File: config.mk
export PLATFORM = sky130hd
export DESIGN_NAME = variable_partition_allocator_flat
export DESIGN_NICKNAME = d
export VERILOG_FILES = /design/src/rtl/vpa_pkg.sv /design/src/rtl/vpa_if.sv /design/src/rtl/vpa_seg_ram.sv /design/src/rtl/vpa_ctrl.sv /design/src/rtl/variable_partition_allocator.sv /design/src/flat_wrapper.sv
export SDC_FILE = /design/constraint.sdc
export NUM_CORES = 2
export LEC_CHECK = 0
export BUFFER_PORTS_ARGS = -buffer_cell sky130_fd_sc_hd__buf_2
export CAP_MARGIN = 5
export CORE_UTILIZATION = 55
export CTS_CLUSTER_SIZE = 25
export DETAILED_ROUTE_END_ITERATION = 7
export PLACE_DENSITY = 0.71
export SLEW_MARGIN = 20
export SYNTH_ARGS = -nofsm -noshare
export SYNTH_HDL_FRONTEND = slang
export SYNTH_HIERARCHICAL = 1
export SYNTH_SLANG_ARGS = --single-unit
File: constraint.sdc
create_clock -name clk -period 6.9 [get_ports clk]
set_input_delay 1.725 -clock clk [delete_from_list [all_inputs] [get_ports clk]]
set_output_delay 1.725 -clock clk [all_outputs]
set_load 0.02 [all_outputs]
File: src/rtl/vpa_pkg.sv
// ----------------------------------------------------------------------------
// vpa_pkg
// Shared constants, types and codes for the variable partition allocator.
// ----------------------------------------------------------------------------
package vpa_pkg;
	localparam int MaxSegments = 32;
	localparam int AddrWidth   = 24;
	localparam int IdxWidth    = $clog2(MaxSegments);
	localparam int CntWidth    = $clog2(MaxSegments + 1);
	localparam int PidWidth    = 16;
	localparam int TotWidth    = 32;
	localparam int CfgWidth    = 24;
	localparam logic [AddrWidth-1:0] ResetMemory = AddrWidth'(65536);

	typedef enum logic [1:0] {
		FIT_FIRST = 2'd0,
		FIT_BEST  = 2'd1,
		FIT_WORST = 2'd2
	} fit_mode_t;

	typedef enum logic [0:0] {
		REG_FIT_MODE     = 1'd0,
		REG_TOTAL_MEMORY = 1'd1
	} reg_index_t;

	typedef enum logic [2:0] {
		ST_ALLOCATED = 3'd0,
		ST_FREED     = 3'd1,
		ST_TOO_LARGE = 3'd2,
		ST_NO_FIT    = 3'd3,
		ST_FULL      = 3'd4,
		ST_NOT_FOUND = 3'd5
	} status_t;

	typedef struct packed {
		logic [PidWidth-1:0]  owner;
		logic [AddrWidth-1:0] base;
		logic [AddrWidth-1:0] length;
		logic                 used;
	} seg_t;

	typedef struct packed {
		logic                 we;
		logic [IdxWidth-1:0]  waddr;
		seg_t                 wdata;
		logic [IdxWidth-1:0]  raddr;
	} mem_req_t;

	function automatic logic [TotWidth-1:0] sat_add(input logic [TotWidth-1:0] a,
			input logic [TotWidth-1:0] b);
		logic [TotWidth:0] s;
		s = {1'b0, a} + {1'b0, b};
		sat_add = s[TotWidth] ? {TotWidth{1'b1}} : s[TotWidth-1:0];
	endfunction
endpackage

File: src/rtl/vpa_if.sv
// ----------------------------------------------------------------------------
// vpa_req_if / vpa_rsp_if
// Valid/ready channels carrying requests and results.
// ----------------------------------------------------------------------------
interface vpa_req_if;
	logic        valid;
	logic        ready;
	logic        action;
	logic [15:0] process_id;
	logic [23:0] request_size;
	modport source (output valid, action, process_id, request_size, input ready);
	modport sink (input valid, action, process_id, request_size, output ready);
endinterface

interface vpa_rsp_if;
	logic        valid;
	logic        ready;
	logic [2:0]  status;
	logic [23:0] seg_start;
	logic [23:0] seg_size;
	logic [31:0] created_total;
	logic [31:0] allocated_total;
	logic [31:0] terminated_total;
	logic [31:0] freed_total;
	modport source (output valid, status, seg_start, seg_size, created_total,
		allocated_total, terminated_total, freed_total, input ready);
	modport sink (input valid, status, seg_start, seg_size, created_total,
		allocated_total, terminated_total, freed_total, output ready);
endinterface

File: src/rtl/vpa_seg_ram.sv
// ----------------------------------------------------------------------------
// vpa_seg_ram
// Segment table storage, one write port and one registered read port.
// ----------------------------------------------------------------------------
module vpa_seg_ram import vpa_pkg::*; (
	input  logic     clk,
	input  mem_req_t req,
	output seg_t     rdata
);
	seg_t mem [MaxSegments];

	always_ff @(posedge clk) begin
		if (req.we) begin
			mem[req.waddr] <= req.wdata;
		end
		rdata <= mem[req.raddr];
	end
endmodule

File: src/rtl/vpa_ctrl.sv
// ----------------------------------------------------------------------------
// vpa_ctrl
// Sequencer: scans, shifts and merges entries of the segment table.
// ----------------------------------------------------------------------------
module vpa_ctrl import vpa_pkg::*; (
	input  logic                 clk,
	input  logic                 arst_n,
	input  logic                 cfg_we,
	input  logic [0:0]           cfg_index,
	input  logic [CfgWidth-1:0]  cfg_wdata,
	vpa_req_if.sink              req,
	vpa_rsp_if.source            rsp,
	output mem_req_t             mreq,
	input  seg_t                 rdata
);
	typedef enum logic [9:0] {
		S_INIT   = 10'b0000000001,
		S_IDLE   = 10'b0000000010,
		S_SCAN   = 10'b0000000100,
		S_DECIDE = 10'b0000001000,
		S_SHIFT  = 10'b0000010000,
		S_SPLIT  = 10'b0000100000,
		S_FNEXT  = 10'b0001000000,
		S_FPREV  = 10'b0010000000,
		S_REMOVE = 10'b0100000000,
		S_RESP   = 10'b1000000000
	} state_t;

	state_t                state_q;
	logic [1:0]            fit_q;
	logic [AddrWidth-1:0]  total_q;
	logic [CntWidth-1:0]   count_q;
	logic [CntWidth-1:0]   scan_q;    // address being read
	logic [CntWidth-1:0]   chk_q;     // address of data now on rdata
	logic                  chk_v_q;
	logic                  found_q;
	logic [IdxWidth-1:0]   pick_q;
	seg_t                  pick_seg_q;
	logic                  action_q;
	logic [PidWidth-1:0]   pid_q;
	logic [AddrWidth-1:0]  size_q;
	logic [CntWidth-1:0]   ptr_q;     // shift/remove pointer
	logic [IdxWidth-1:0]   rm_q;      // entry being removed
	logic [AddrWidth-1:0]  merged_q;
	logic                  merge_prev_q;
	logic [IdxWidth-1:0]   cur_q;     // index of freed segment
	logic [2:0]            status_q;
	logic [AddrWidth-1:0]  start_q;
	logic [AddrWidth-1:0]  len_q;
	logic [TotWidth-1:0]   created_q, allocd_q, term_q, freed_q;
	logic                  rsp_valid_q;

	logic hit;
	logic better;
	logic prev_hole;

	assign req.ready = (state_q == S_IDLE) && !rsp_valid_q;
	assign rsp.valid = rsp_valid_q;
	assign rsp.status = status_q;
	assign rsp.seg_start = start_q;
	assign rsp.seg_size = len_q;
	assign rsp.created_total = created_q;
	assign rsp.allocated_total = allocd_q;
	assign rsp.terminated_total = term_q;
	assign rsp.freed_total = freed_q;

	always_comb begin
		if (action_q) begin
			hit = rdata.used && rdata.owner == pid_q;
		end else begin
			hit = !rdata.used && rdata.length >= size_q;
		end
		better = 1'b0;
		if (fit_q == FIT_BEST) begin
			better = rdata.length < pick_seg_q.length;
		end else if (fit_q == FIT_WORST) begin
			better = rdata.length > pick_seg_q.length;
		end
		// entry before the freed segment is a hole
		prev_hole = cur_q != '0 && !rdata.used;
	end

	// read address follows the sequencer
	always_comb begin
		mreq = '0;
		mreq.raddr = scan_q[IdxWidth-1:0];
		unique case (state_q)
			S_INIT: begin
				mreq.we = 1'b1;
				mreq.waddr = '0;
				mreq.wdata = '{owner: '0, base: '0, length: total_q, used: 1'b0};
			end
			S_DECIDE: begin
				mreq.raddr = IdxWidth'(pick_q + 1'b1);
			end
			S_SHIFT: begin
				mreq.raddr = IdxWidth'(chk_v_q ? ptr_q - CntWidth'(2) : ptr_q - CntWidth'(1));
				mreq.we = chk_v_q;
				mreq.waddr = ptr_q[IdxWidth-1:0];
				mreq.wdata = rdata;
			end
			S_SPLIT: begin
				mreq.we = pick_seg_q.length != size_q;
				mreq.waddr = IdxWidth'(pick_q + 1'b1);
				mreq.wdata = '{owner: '0, base: pick_seg_q.base + size_q,
					length: pick_seg_q.length - size_q, used: 1'b0};
			end
			S_FNEXT: begin
				mreq.raddr = cur_q - 1'b1;
			end
			S_FPREV: begin
				mreq.raddr = IdxWidth'(ptr_q + 1'b1);
				mreq.we = 1'b1;
				mreq.waddr = prev_hole ? cur_q - 1'b1 : cur_q;
				mreq.wdata = '{owner: '0, base: prev_hole ? rdata.base : pick_seg_q.base,
					length: merged_q + (prev_hole ? rdata.length : '0), used: 1'b0};
			end
			S_REMOVE: begin
				mreq.raddr = IdxWidth'(chk_v_q ? ptr_q + 1'b1 : ptr_q);
				mreq.we = chk_v_q && ptr_q < count_q;
				mreq.waddr = IdxWidth'(ptr_q - CntWidth'(rm_q != '0)
					- CntWidth'(merge_prev_q));
				mreq.wdata = rdata;
			end
			S_RESP: begin
				mreq.we = status_q == ST_ALLOCATED;
				mreq.waddr = pick_q;
				mreq.wdata = '{owner: pid_q, base: pick_seg_q.base, length: size_q,
					used: 1'b1};
			end
			default: ;
		endcase
	end

	always_ff @(posedge clk or negedge arst_n) begin
		if (!arst_n) begin
			state_q <= S_INIT;
			fit_q <= FIT_FIRST;
			total_q <= ResetMemory;
			count_q <= CntWidth'(1);
			scan_q <= '0;
			chk_q <= '0;
			chk_v_q <= 1'b0;
			found_q <= 1'b0;
			rsp_valid_q <= 1'b0;
			created_q <= '0;
			allocd_q <= '0;
			term_q <= '0;
			freed_q <= '0;
			ptr_q <= '0;
		end else begin
			if (rsp.valid && rsp.ready) begin
				rsp_valid_q <= 1'b0;
			end
			if (cfg_we) begin
				if (cfg_index == REG_FIT_MODE) begin
					fit_q <= cfg_wdata[1:0];
				end else begin
					total_q <= cfg_wdata;
					count_q <= CntWidth'(1);
					state_q <= S_INIT;
				end
			end
			unique case (state_q)
				S_INIT: begin
					if (!(cfg_we && cfg_index == REG_TOTAL_MEMORY)) begin
						state_q <= S_IDLE;
					end
				end
				S_IDLE: begin
					if (req.valid && req.ready) begin
						action_q <= req.action;
						pid_q <= req.process_id;
						size_q <= req.request_size;
						found_q <= 1'b0;
						scan_q <= '0;
						chk_v_q <= 1'b0;
						if (!req.action && (req.request_size > total_q
								|| req.request_size == '0)) begin
							status_q <= (req.request_size > total_q) ? ST_TOO_LARGE : ST_NO_FIT;
							state_q <= S_RESP;
						end else begin
							state_q <= S_SCAN;
						end
					end
				end
				S_SCAN: begin
					// one entry per cycle, data arrives in the cycle after its address
					chk_q <= scan_q;
					chk_v_q <= scan_q < count_q;
					if (scan_q < count_q) begin
						scan_q <= scan_q + 1'b1;
					end
					if (chk_v_q && hit && (!found_q || (!action_q && better))) begin
						found_q <= 1'b1;
						pick_q <= chk_q[IdxWidth-1:0];
						pick_seg_q <= rdata;
					end
					if (chk_v_q && hit && (action_q
							|| (fit_q != FIT_BEST && fit_q != FIT_WORST)) && !found_q) begin
						state_q <= S_DECIDE;
					end else if (!chk_v_q && scan_q >= count_q) begin
						state_q <= S_DECIDE;
					end
				end
				S_DECIDE: begin
					chk_v_q <= 1'b0;
					if (!found_q) begin
						status_q <= action_q ? ST_NOT_FOUND : ST_NO_FIT;
						state_q <= S_RESP;
					end else if (action_q) begin
						cur_q <= pick_q;
						merged_q <= pick_seg_q.length;
						merge_prev_q <= 1'b0;
						status_q <= ST_FREED;
						start_q <= pick_seg_q.base;
						len_q <= pick_seg_q.length;
						scan_q <= CntWidth'(pick_q) + 1'b1;
						state_q <= S_FNEXT;
					end else if (pick_seg_q.length == size_q) begin
						status_q <= ST_ALLOCATED;
						state_q <= S_SPLIT;
					end else if (count_q >= CntWidth'(MaxSegments)) begin
						status_q <= ST_FULL;
						state_q <= S_RESP;
					end else begin
						status_q <= ST_ALLOCATED;
						ptr_q <= count_q;
						scan_q <= count_q - 1'b1;
						state_q <= S_SHIFT;
					end
				end
				S_SHIFT: begin
					// copy entry ptr-1 to ptr, descending to pick+2
					if (ptr_q <= CntWidth'(pick_q) + CntWidth'(1)) begin
						state_q <= S_SPLIT;
						chk_v_q <= 1'b0;
					end else if (!chk_v_q) begin
						chk_v_q <= 1'b1;
					end else begin
						ptr_q <= ptr_q - 1'b1;
						chk_v_q <= ptr_q - 1'b1 > CntWidth'(pick_q) + CntWidth'(1);
					end
				end
				S_SPLIT: begin
					// the allocated segment itself is written at RESP via the port
					if (pick_seg_q.length != size_q) begin
						count_q <= count_q + 1'b1;
					end
					start_q <= pick_seg_q.base;
					len_q <= size_q;
					created_q <= sat_add(created_q, TotWidth'(1));
					allocd_q <= sat_add(allocd_q, TotWidth'(size_q));
					state_q <= S_RESP;
				end
				S_FNEXT: begin
					// rdata holds entry cur+1 (read issued in DECIDE)
					term_q <= sat_add(term_q, TotWidth'(1));
					freed_q <= sat_add(freed_q, TotWidth'(len_q));
					if (CntWidth'(cur_q) + 1'b1 < count_q && !rdata.used) begin
						merged_q <= merged_q + rdata.length;
						rm_q <= cur_q + 1'b1;
					end else begin
						rm_q <= '0;
					end
					state_q <= S_FPREV;
				end
				S_FPREV: begin
					// rdata holds entry cur-1 (read issued in FNEXT)
					merge_prev_q <= prev_hole;
					ptr_q <= CntWidth'(cur_q) + CntWidth'(1) + CntWidth'(rm_q != '0);
					chk_v_q <= 1'b0;
					state_q <= S_REMOVE;
					if (prev_hole) begin
						pick_seg_q.base <= rdata.base;
					end
				end
				S_REMOVE: begin
					// moves the entries above the merged hole down by one or two places
					if (ptr_q >= count_q || (rm_q == '0 && !merge_prev_q)) begin
						count_q <= count_q - CntWidth'(rm_q != '0) - CntWidth'(merge_prev_q);
						state_q <= S_RESP;
					end else if (!chk_v_q) begin
						chk_v_q <= 1'b1;
					end else begin
						ptr_q <= ptr_q + 1'b1;
					end
				end
				S_RESP: begin
					if (status_q != ST_ALLOCATED && status_q != ST_FREED) begin
						start_q <= '0;
						len_q <= '0;
					end
					rsp_valid_q <= 1'b1;
					state_q <= S_IDLE;
				end
				default: state_q <= S_IDLE;
			endcase
		end
	end
endmodule

File: src/rtl/variable_partition_allocator.sv
// ----------------------------------------------------------------------------
// variable_partition_allocator
// Segment table allocator with first, best and worst fit placement.
// ----------------------------------------------------------------------------
// One request at a time: a scan reads one table entry per cycle from the
// segment memory, then shifts or merges one entry per cycle. A new request
// is taken from the cycle after the result is taken. After reset and after
// a total_memory write the INIT state reinitialises the table.
module variable_partition_allocator import vpa_pkg::*; (
	input  logic                clk,
	input  logic                arst_n,
	input  logic                cfg_we,
	input  logic [0:0]          cfg_index,
	input  logic [CfgWidth-1:0] cfg_wdata,
	vpa_req_if.sink             req,
	vpa_rsp_if.source           rsp
);
	mem_req_t mreq;
	seg_t     rdata;

	vpa_ctrl u_ctrl (
		.clk(clk), .arst_n(arst_n), .cfg_we(cfg_we), .cfg_index(cfg_index),
		.cfg_wdata(cfg_wdata), .req(req), .rsp(rsp), .mreq(mreq), .rdata(rdata)
	);

	vpa_seg_ram u_ram (.clk(clk), .req(mreq), .rdata(rdata));

	a_no_accept_busy: assert property (@(posedge clk) disable iff (!arst_n)
		rsp.valid |-> !req.ready) else $error("accepted while result pending");
	a_status_range: assert property (@(posedge clk) disable iff (!arst_n)
		rsp.valid |-> rsp.status <= ST_NOT_FOUND) else $error("bad status");
	a_fail_zero: assert property (@(posedge clk) disable iff (!arst_n)
		(rsp.valid && rsp.status != ST_ALLOCATED && rsp.status != ST_FREED)
		|-> (rsp.seg_start == '0 && rsp.seg_size == '0)) else $error("failure payload");
endmodule
File: src/flat_wrapper.sv
// flat-port wrapper written by rule: the top's interface ports become plain ports
module variable_partition_allocator_flat import vpa_pkg::*;
  (clk, arst_n, cfg_we, cfg_index, cfg_wdata, req_valid, req_action, req_process_id, req_request_size, req_ready, rsp_valid, rsp_status, rsp_seg_start, rsp_seg_size, rsp_created_total, rsp_allocated_total, rsp_terminated_total, rsp_freed_total, rsp_ready);
  vpa_req_if req_i ();
  vpa_rsp_if rsp_i ();
  input  logic clk;
  input  logic arst_n;
  input  logic cfg_we;
  input  logic [0:0] cfg_index;
  input  logic [CfgWidth-1:0] cfg_wdata;
  input wire logic [$bits(req_i.valid)-1:0] req_valid;
  input wire logic [$bits(req_i.action)-1:0] req_action;
  input wire logic [$bits(req_i.process_id)-1:0] req_process_id;
  input wire logic [$bits(req_i.request_size)-1:0] req_request_size;
  output wire logic [$bits(req_i.ready)-1:0] req_ready;
  output wire logic [$bits(rsp_i.valid)-1:0] rsp_valid;
  output wire logic [$bits(rsp_i.status)-1:0] rsp_status;
  output wire logic [$bits(rsp_i.seg_start)-1:0] rsp_seg_start;
  output wire logic [$bits(rsp_i.seg_size)-1:0] rsp_seg_size;
  output wire logic [$bits(rsp_i.created_total)-1:0] rsp_created_total;
  output wire logic [$bits(rsp_i.allocated_total)-1:0] rsp_allocated_total;
  output wire logic [$bits(rsp_i.terminated_total)-1:0] rsp_terminated_total;
  output wire logic [$bits(rsp_i.freed_total)-1:0] rsp_freed_total;
  input wire logic [$bits(rsp_i.ready)-1:0] rsp_ready;
  assign req_i.valid = req_valid;
  assign req_i.action = req_action;
  assign req_i.process_id = req_process_id;
  assign req_i.request_size = req_request_size;
  assign req_ready = req_i.ready;
  assign rsp_valid = rsp_i.valid;
  assign rsp_status = rsp_i.status;
  assign rsp_seg_start = rsp_i.seg_start;
  assign rsp_seg_size = rsp_i.seg_size;
  assign rsp_created_total = rsp_i.created_total;
  assign rsp_allocated_total = rsp_i.allocated_total;
  assign rsp_terminated_total = rsp_i.terminated_total;
  assign rsp_freed_total = rsp_i.freed_total;
  assign rsp_i.ready = rsp_ready;
  variable_partition_allocator u_core (.clk(clk), .arst_n(arst_n), .cfg_we(cfg_we), .cfg_index(cfg_index), .cfg_wdata(cfg_wdata), .req(req_i), .rsp(rsp_i));
endmodule
[Yosys cells after proc, flatten, opt, wreduce, memory -nomap -nowiden]
Memories as Yosys holds them, arrays and structs flattened. A register that Yosys moved wholly into a read port is not among the register bits.
Cells that the tools add are included.
Storage, ports and cells
  output and inout bits: 181
  bits in writable memories: 2080
  memories: 1
  logic and storage cells: 247
  register bits: 371
Operators by class
  add/subtract/negate cells: 24
  bitwise gates (word level): 1
  reductions and logical operators: 63
  eq/ne operators: 35
  magnitude comparators: 12
  multiplexer cells: 82
Memories
  u_core.u_ram.mem: depth 32, width 65, rd ports 1, clocked after memory_dff 1, wr ports 1, line vpa_seg_ram.sv:10  | seg_t mem [MaxSegments];
Operators by type and width (count)
  $pmux W71 S6: 1
  $mux W24: 8
  $pmux W24 S3: 2
  $mux W10: 13
  $mux W32: 4
  $mux W6: 18
  $pmux W24 S2: 2
  $pmux W10 S9: 1
  $add A24 B24 Y24: 3
  $add A32 B1 Y33 const B: 2
  $add A32 B24 Y33: 2
  $mux W49: 1
  $gt A24 B24 Y1: 2
  $ne A2 B2 Y1 const B: 14
  $pmux W5 S5: 1
  $eq A24 B24 Y1: 1
  $ge A24 B24 Y1: 1
  $logic_not A24 Y1: 1
  $lt A24 B24 Y1: 1
  $ne A24 B24 Y1: 1
  $pmux W6 S4: 1
  $sub A24 B24 Y24: 1
  $mux W3: 7
  $logic_and A1 B1 Y1: 19
  54 further kinds: 110

[Depth between registers and ports, before layout]
  depth after elaboration: 8
  depth in mapped cells: 18
  gate-level depth less buffers: 16

[By module]
Netlist, hierarchy kept.
Modules (own cells, without submodules)
  vpa_seg_ram: cells each 3147, sequential area each 63761.2 um^2, area an instance 80188.2 um^2, times used 1
  vpa_ctrl: cells each 2937, sequential area each 10163.5 um^2, area an instance 26978.4 um^2, times used 1

[Least setup slack after synthesis]
Ideal clock, no wire load.
  kind: reg2reg
  start point: register u_core.u_ctrl.rm_q[1]
  end point: memory u_core/u_ram/mem[28][0] (netlist name) (enable)
  arrival time: 5471 ps
  setup time: 489 ps
  path buffers: 1
  data required time: 6411 ps
  cell stages (with the launch flop): 15
  path slack: 940 ps
  cell sequence: edfxtp_1 > nor3_1 > nand2_1 > inv_1 > fa_1 > inv_1 > ha_1 > nor2_1 > ha_1 > o21ai_0 > a221oi_1 > o21ai_0 > or3b_2 > clkbuf_1 > nor2_1
RTL lines
  start, declared: line vpa_ctrl.sv:43  | logic [IdxWidth-1:0] rm_q;
  start signal, assigned: line vpa_ctrl.sv:262  | rm_q <= cur_q + 1'b1;
  end, declared: line vpa_seg_ram.sv:10

==> flow_summary.json <==
{
  "outcome": "finished clean",
  "portBuffers": 251,
  "cts_hold_buf": 0,
  "antenna_found_initial": 16,
  "syn-instance-count": 6084,
  "async_flop_share_pct": 7.555,
  "vdd_drop_max_mv": 0.2936,
  "ys_ff_latch": 2515,
  "switching_share_pct": 26.48,
  "clock-root-buffer": "clkbuf_16",
  "setup_ws_ns": 1.520,
  "wl_um": 292000,
  "dieWidth_um": 443.4,
  "ys_types": 89,
  "min_path_type": "register to register",
  "power_frac_clock_pct": 35.1,
  "cts.repair.resized": 0,
  "maxCapViolCount": 0,
  "dp_hpwl_um": 167100,
  "wl_met2_um": 138700,
  "crit_required_ns": 7.67,
  "period_needed_ns": 5.380,
  "leakagePower_nw": 40.43,
  "rrSetupSlack_ns": 1.52,
  "ys_seq_area_share_pct": 68.98,
  "dieArea_sq_um": 196600,
  "clkTransAtPathRegs_ns": 0.06,
  "clock_latency_ns": 0.89,
  "crit_family": "simple AND/OR/NAND/NOR gates",
  "powerDensity_nw_per_um2": 318.1,
  "internal-power_mw": 28.34,
  "htreeDepth": 4,
  "cts_max_path_buffers": 3,
  "arrival_ns": 6.15,
  "drt_pass1_iterations": 6,
  "ys_warn_count": 6,
  "synth_edf_count": 2260,
  "grt-ovfl-total": 0,
  "final-hold-violation-count": 0,
  "hold_ws_ns": 0.4544,
  "viasPerCell": 6.690,
  "yosys.area.top_type_share_pct": 63.33,
  "critical_path.endpoint": "u_core/u_ram/rdata[50]",
  "place_ws_ns": 1.670,
  "fp.dieH_um": 443.4,
  "end_kind": "register",
  "num_rows": 161,
  "period_share_pct": 77.96,
  "max_stage_delay_ns": 0.83,
  "worstMarginPinSlew_ns": 1.169,
  "finalSetupViolCount": 0,
  "numClockSinks": 2515,
  "rsz0062_at_grt": "no",
  "maxSlewViolCount": 0,
  "critPathMaxFanout": 33,
  "slowest_stage": "a21oi_4",
  "cts_tree": "done",
  "num-nets-final": 6815,
  "cts_made_buffers": 241,
  "p_seq_share_pct": 45.4,
  "synth.top_cells.by_count": "edfxtp_1 (2260), mux4_2 (611), nand2_1 (311)",
  "layout-drive-gt1-share_pct": 23.61,
  "post_synth.cell_area_avg_sq_um": 17.61,
  "worst-path-stages": 13,
  "grt_usage_pct": 29.55,
  "top_layer": "met5",
  "synth_nets": 6430,
  "wire_per_inst_um": 31.67,
  "wl_met3_um": 30400,
  "initial_core_util_pct": 55.53,
  "path_buf_inv": 2,
  "p_switching_mw": 10.21,
  "post_cts_buffers": 0,
  "yosysMostFrequentCell": "edfxtp_1",
  "syn_area_sq_um": 107200,
  "globalplace.congestion": 0.9756,
  "grt_pass1_wl_um": 418600,
  "ant_nets": 0,
  "finClkSkew_ns": 0.06615,
  "synthTopCellsByArea": "edfxtp_1 (63%), mux4_2 (13%), dfrtp_1 (4.4%)",
  "reg2reg_from": "u_core/u_ctrl/state_q[1]",
  "synth_ff_type": "edfxtp_1",
  "area_growth_pct": 13.08,
  "multi_input_area_sq_um": 32030,
  "p_comb_share_pct": 19.5,
  "crit_start": "u_core/u_ctrl/state_q[1]",
  "yosys.area.top_type": "edfxtp_1",
  "ios": 252,
  "crit_type": "register to register",
  "setup_tns_ns": 0,
  "vias": 61679,
  "grt_pass1_vias": 59455,
  "max_slew_margin_pct": 21.90,
  "worstReg2RegEnd": "u_core/u_ram/rdata[50]",
  "drc_errors": 0,
  "fmaxAchievable_ghz": 0.1859,
  "drtIter0Drc": 8326,
  "postLayoutCoreUtil_pct": 62.79,
  "cp-start-kind": "register",
  "grt_max_degree": 125,
  "path_cells": "nor4_4, and2_1, nand3_1, nor2_1, a2111oi_0, a21oi_1, a221oi_1, a21oi_4, buf_12, buf_12, mux4_2, mux4_2, mux2_2",
  "met1_length_um": 112300,
  "fillCellCount": 13184,
  "seq_area_sq_um": 73920,
  "core_area_sq_um": 193000,
  "rr_worst_depth": 13
}
[cell families (layout without fill, tap and decap cells)]
family | Yosys count | count (layout) | share of synthesized area (%)
AND/OR/NAND/NOR | 973 | 973 | 4.461
multiplexers | 740 | 740 | 14.15
buffers and inverters | 435 | 1034 | 1.677
flip-flops | 2515 | 2515 | 68.98
AO/OA/AOI/OAI | 948 | 948 | 5.844
XOR/XNOR | 198 | 198 | 1.625
other | 0 | 10 | 0
adder cells (fa/ha/maj) | 275 | 275 | 3.267
[metal layers]
layer,up-vias,GRT usage [%]
met2,3715,46.89
met5,-,0
met4,8,9.925
li1,25382,-
met1,31996,41.57
met3,578,5.516
[final cells by class]
type	instances	area share, %
sequential	2515	61.00
timing repair buffer	414	2.687
tap	2526	2.608
inverter	163	0.5059
antenna	10	0.02065
clock buffer	307	5.323
multi-input combinational	3134	26.43
clock inverter	150	1.422
[through the flow]
stage | instance area (sq um) | instances | total power [mW]
2_1_floorplan | 107200 | 6084 | 23.18
3_3_place_gp | 112900 | 8751 | 25.13
3_5_place_dp | 112900 | 8751 | 25.27
4_1_cts | 121100 | 9208 | 38.70
5_1_grt | 121200 | 9213 | 39.82
6_report | 121200 | 9219 | 38.55
[state kept, by name, summed over array words and instances, names as in the netlist, 32 cells and up]
name and cells:
u_core/u_ram/mem 2080, u_core/u_ram/rdata 65, u_core/u_ctrl/pick_seg_q 48, u_core/u_ctrl/rsp.allocated_total 32
u_core/u_ctrl/rsp.created_total 32, u_core/u_ctrl/rsp.freed_total 32, u_core/u_ctrl/rsp.terminated_total 32
[how the worst min path moves through the flow]
| stage | startpoint | endpoint | slack [ns] | cells after the start |
|---|---|---|---|---|
| floorplan | u_core/u_ctrl/chk_q[0] | u_core/u_ctrl/pick_q[0] | 0.42 | 0 |
| global placement | u_core/u_ctrl/chk_q[4] | u_core/u_ctrl/pick_q[4] | 0.43 | 0 |
| detailed placement | u_core/u_ctrl/chk_q[1] | u_core/u_ctrl/pick_q[1] | 0.44 | 0 |
| CTS | u_core/u_ctrl/chk_q[3] | u_core/u_ctrl/pick_q[3] | 0.45 | 0 |
| global route | u_core/u_ctrl/chk_q[4] | u_core/u_ctrl/pick_q[4] | 0.47 | 0 |
| finish | u_core/u_ctrl/chk_q[3] | u_core/u_ctrl/pick_q[3] | 0.45 | 0 |
[worst reg2reg max path, delay by kind of cell (launching register included)]
| family | cells | cell delay [ns] |
|---|---|---|
| AND/OR/NAND/NOR | 4 | 1.58 |
| AO/OA/AOI/OAI | 4 | 1.21 |
| multiplexers | 3 | 1.38 |
| flip-flops | 1 | 0.45 |
| buffers and inverters | 2 | 0.67 |
[power groups by stage]
stage | clock [mW] | sequential [mW] | combinational, mW
final | 13.5 | 17.5 | 7.51
after global routing | 14.2 | 17.5 | 8.07
after CTS | 13.7 | 17.5 | 7.52
after detailed placement | 0 | 17.8 | 7.47
after global placement | 0 | 17.8 | 7.33
after floorplan | 0 | 17.4 | 5.73
[placed cells by master, fill, tap and decap left out, drive strengths merged, types with 34 or more instances in the layout]
cell and instances:
clkbuf 308, nor3 41, mux2 83, ha 267
o21a 37, nor2 214, xnor2 105, clkinv 103
a21oi 209, buf 413, nand4 57, nor2b 52
edfxtp 2260, mux4 611, a21o 78, and2 39
xor2 93, mux2i 46, nand2 311, o21ai 234
nand3 85, a22oi 35, a221oi 34, dfxtp 65
and3 39, dfrtp 187, a22o 53, inv 169
No activity file was read; power rests on OpenSTA's default activity.
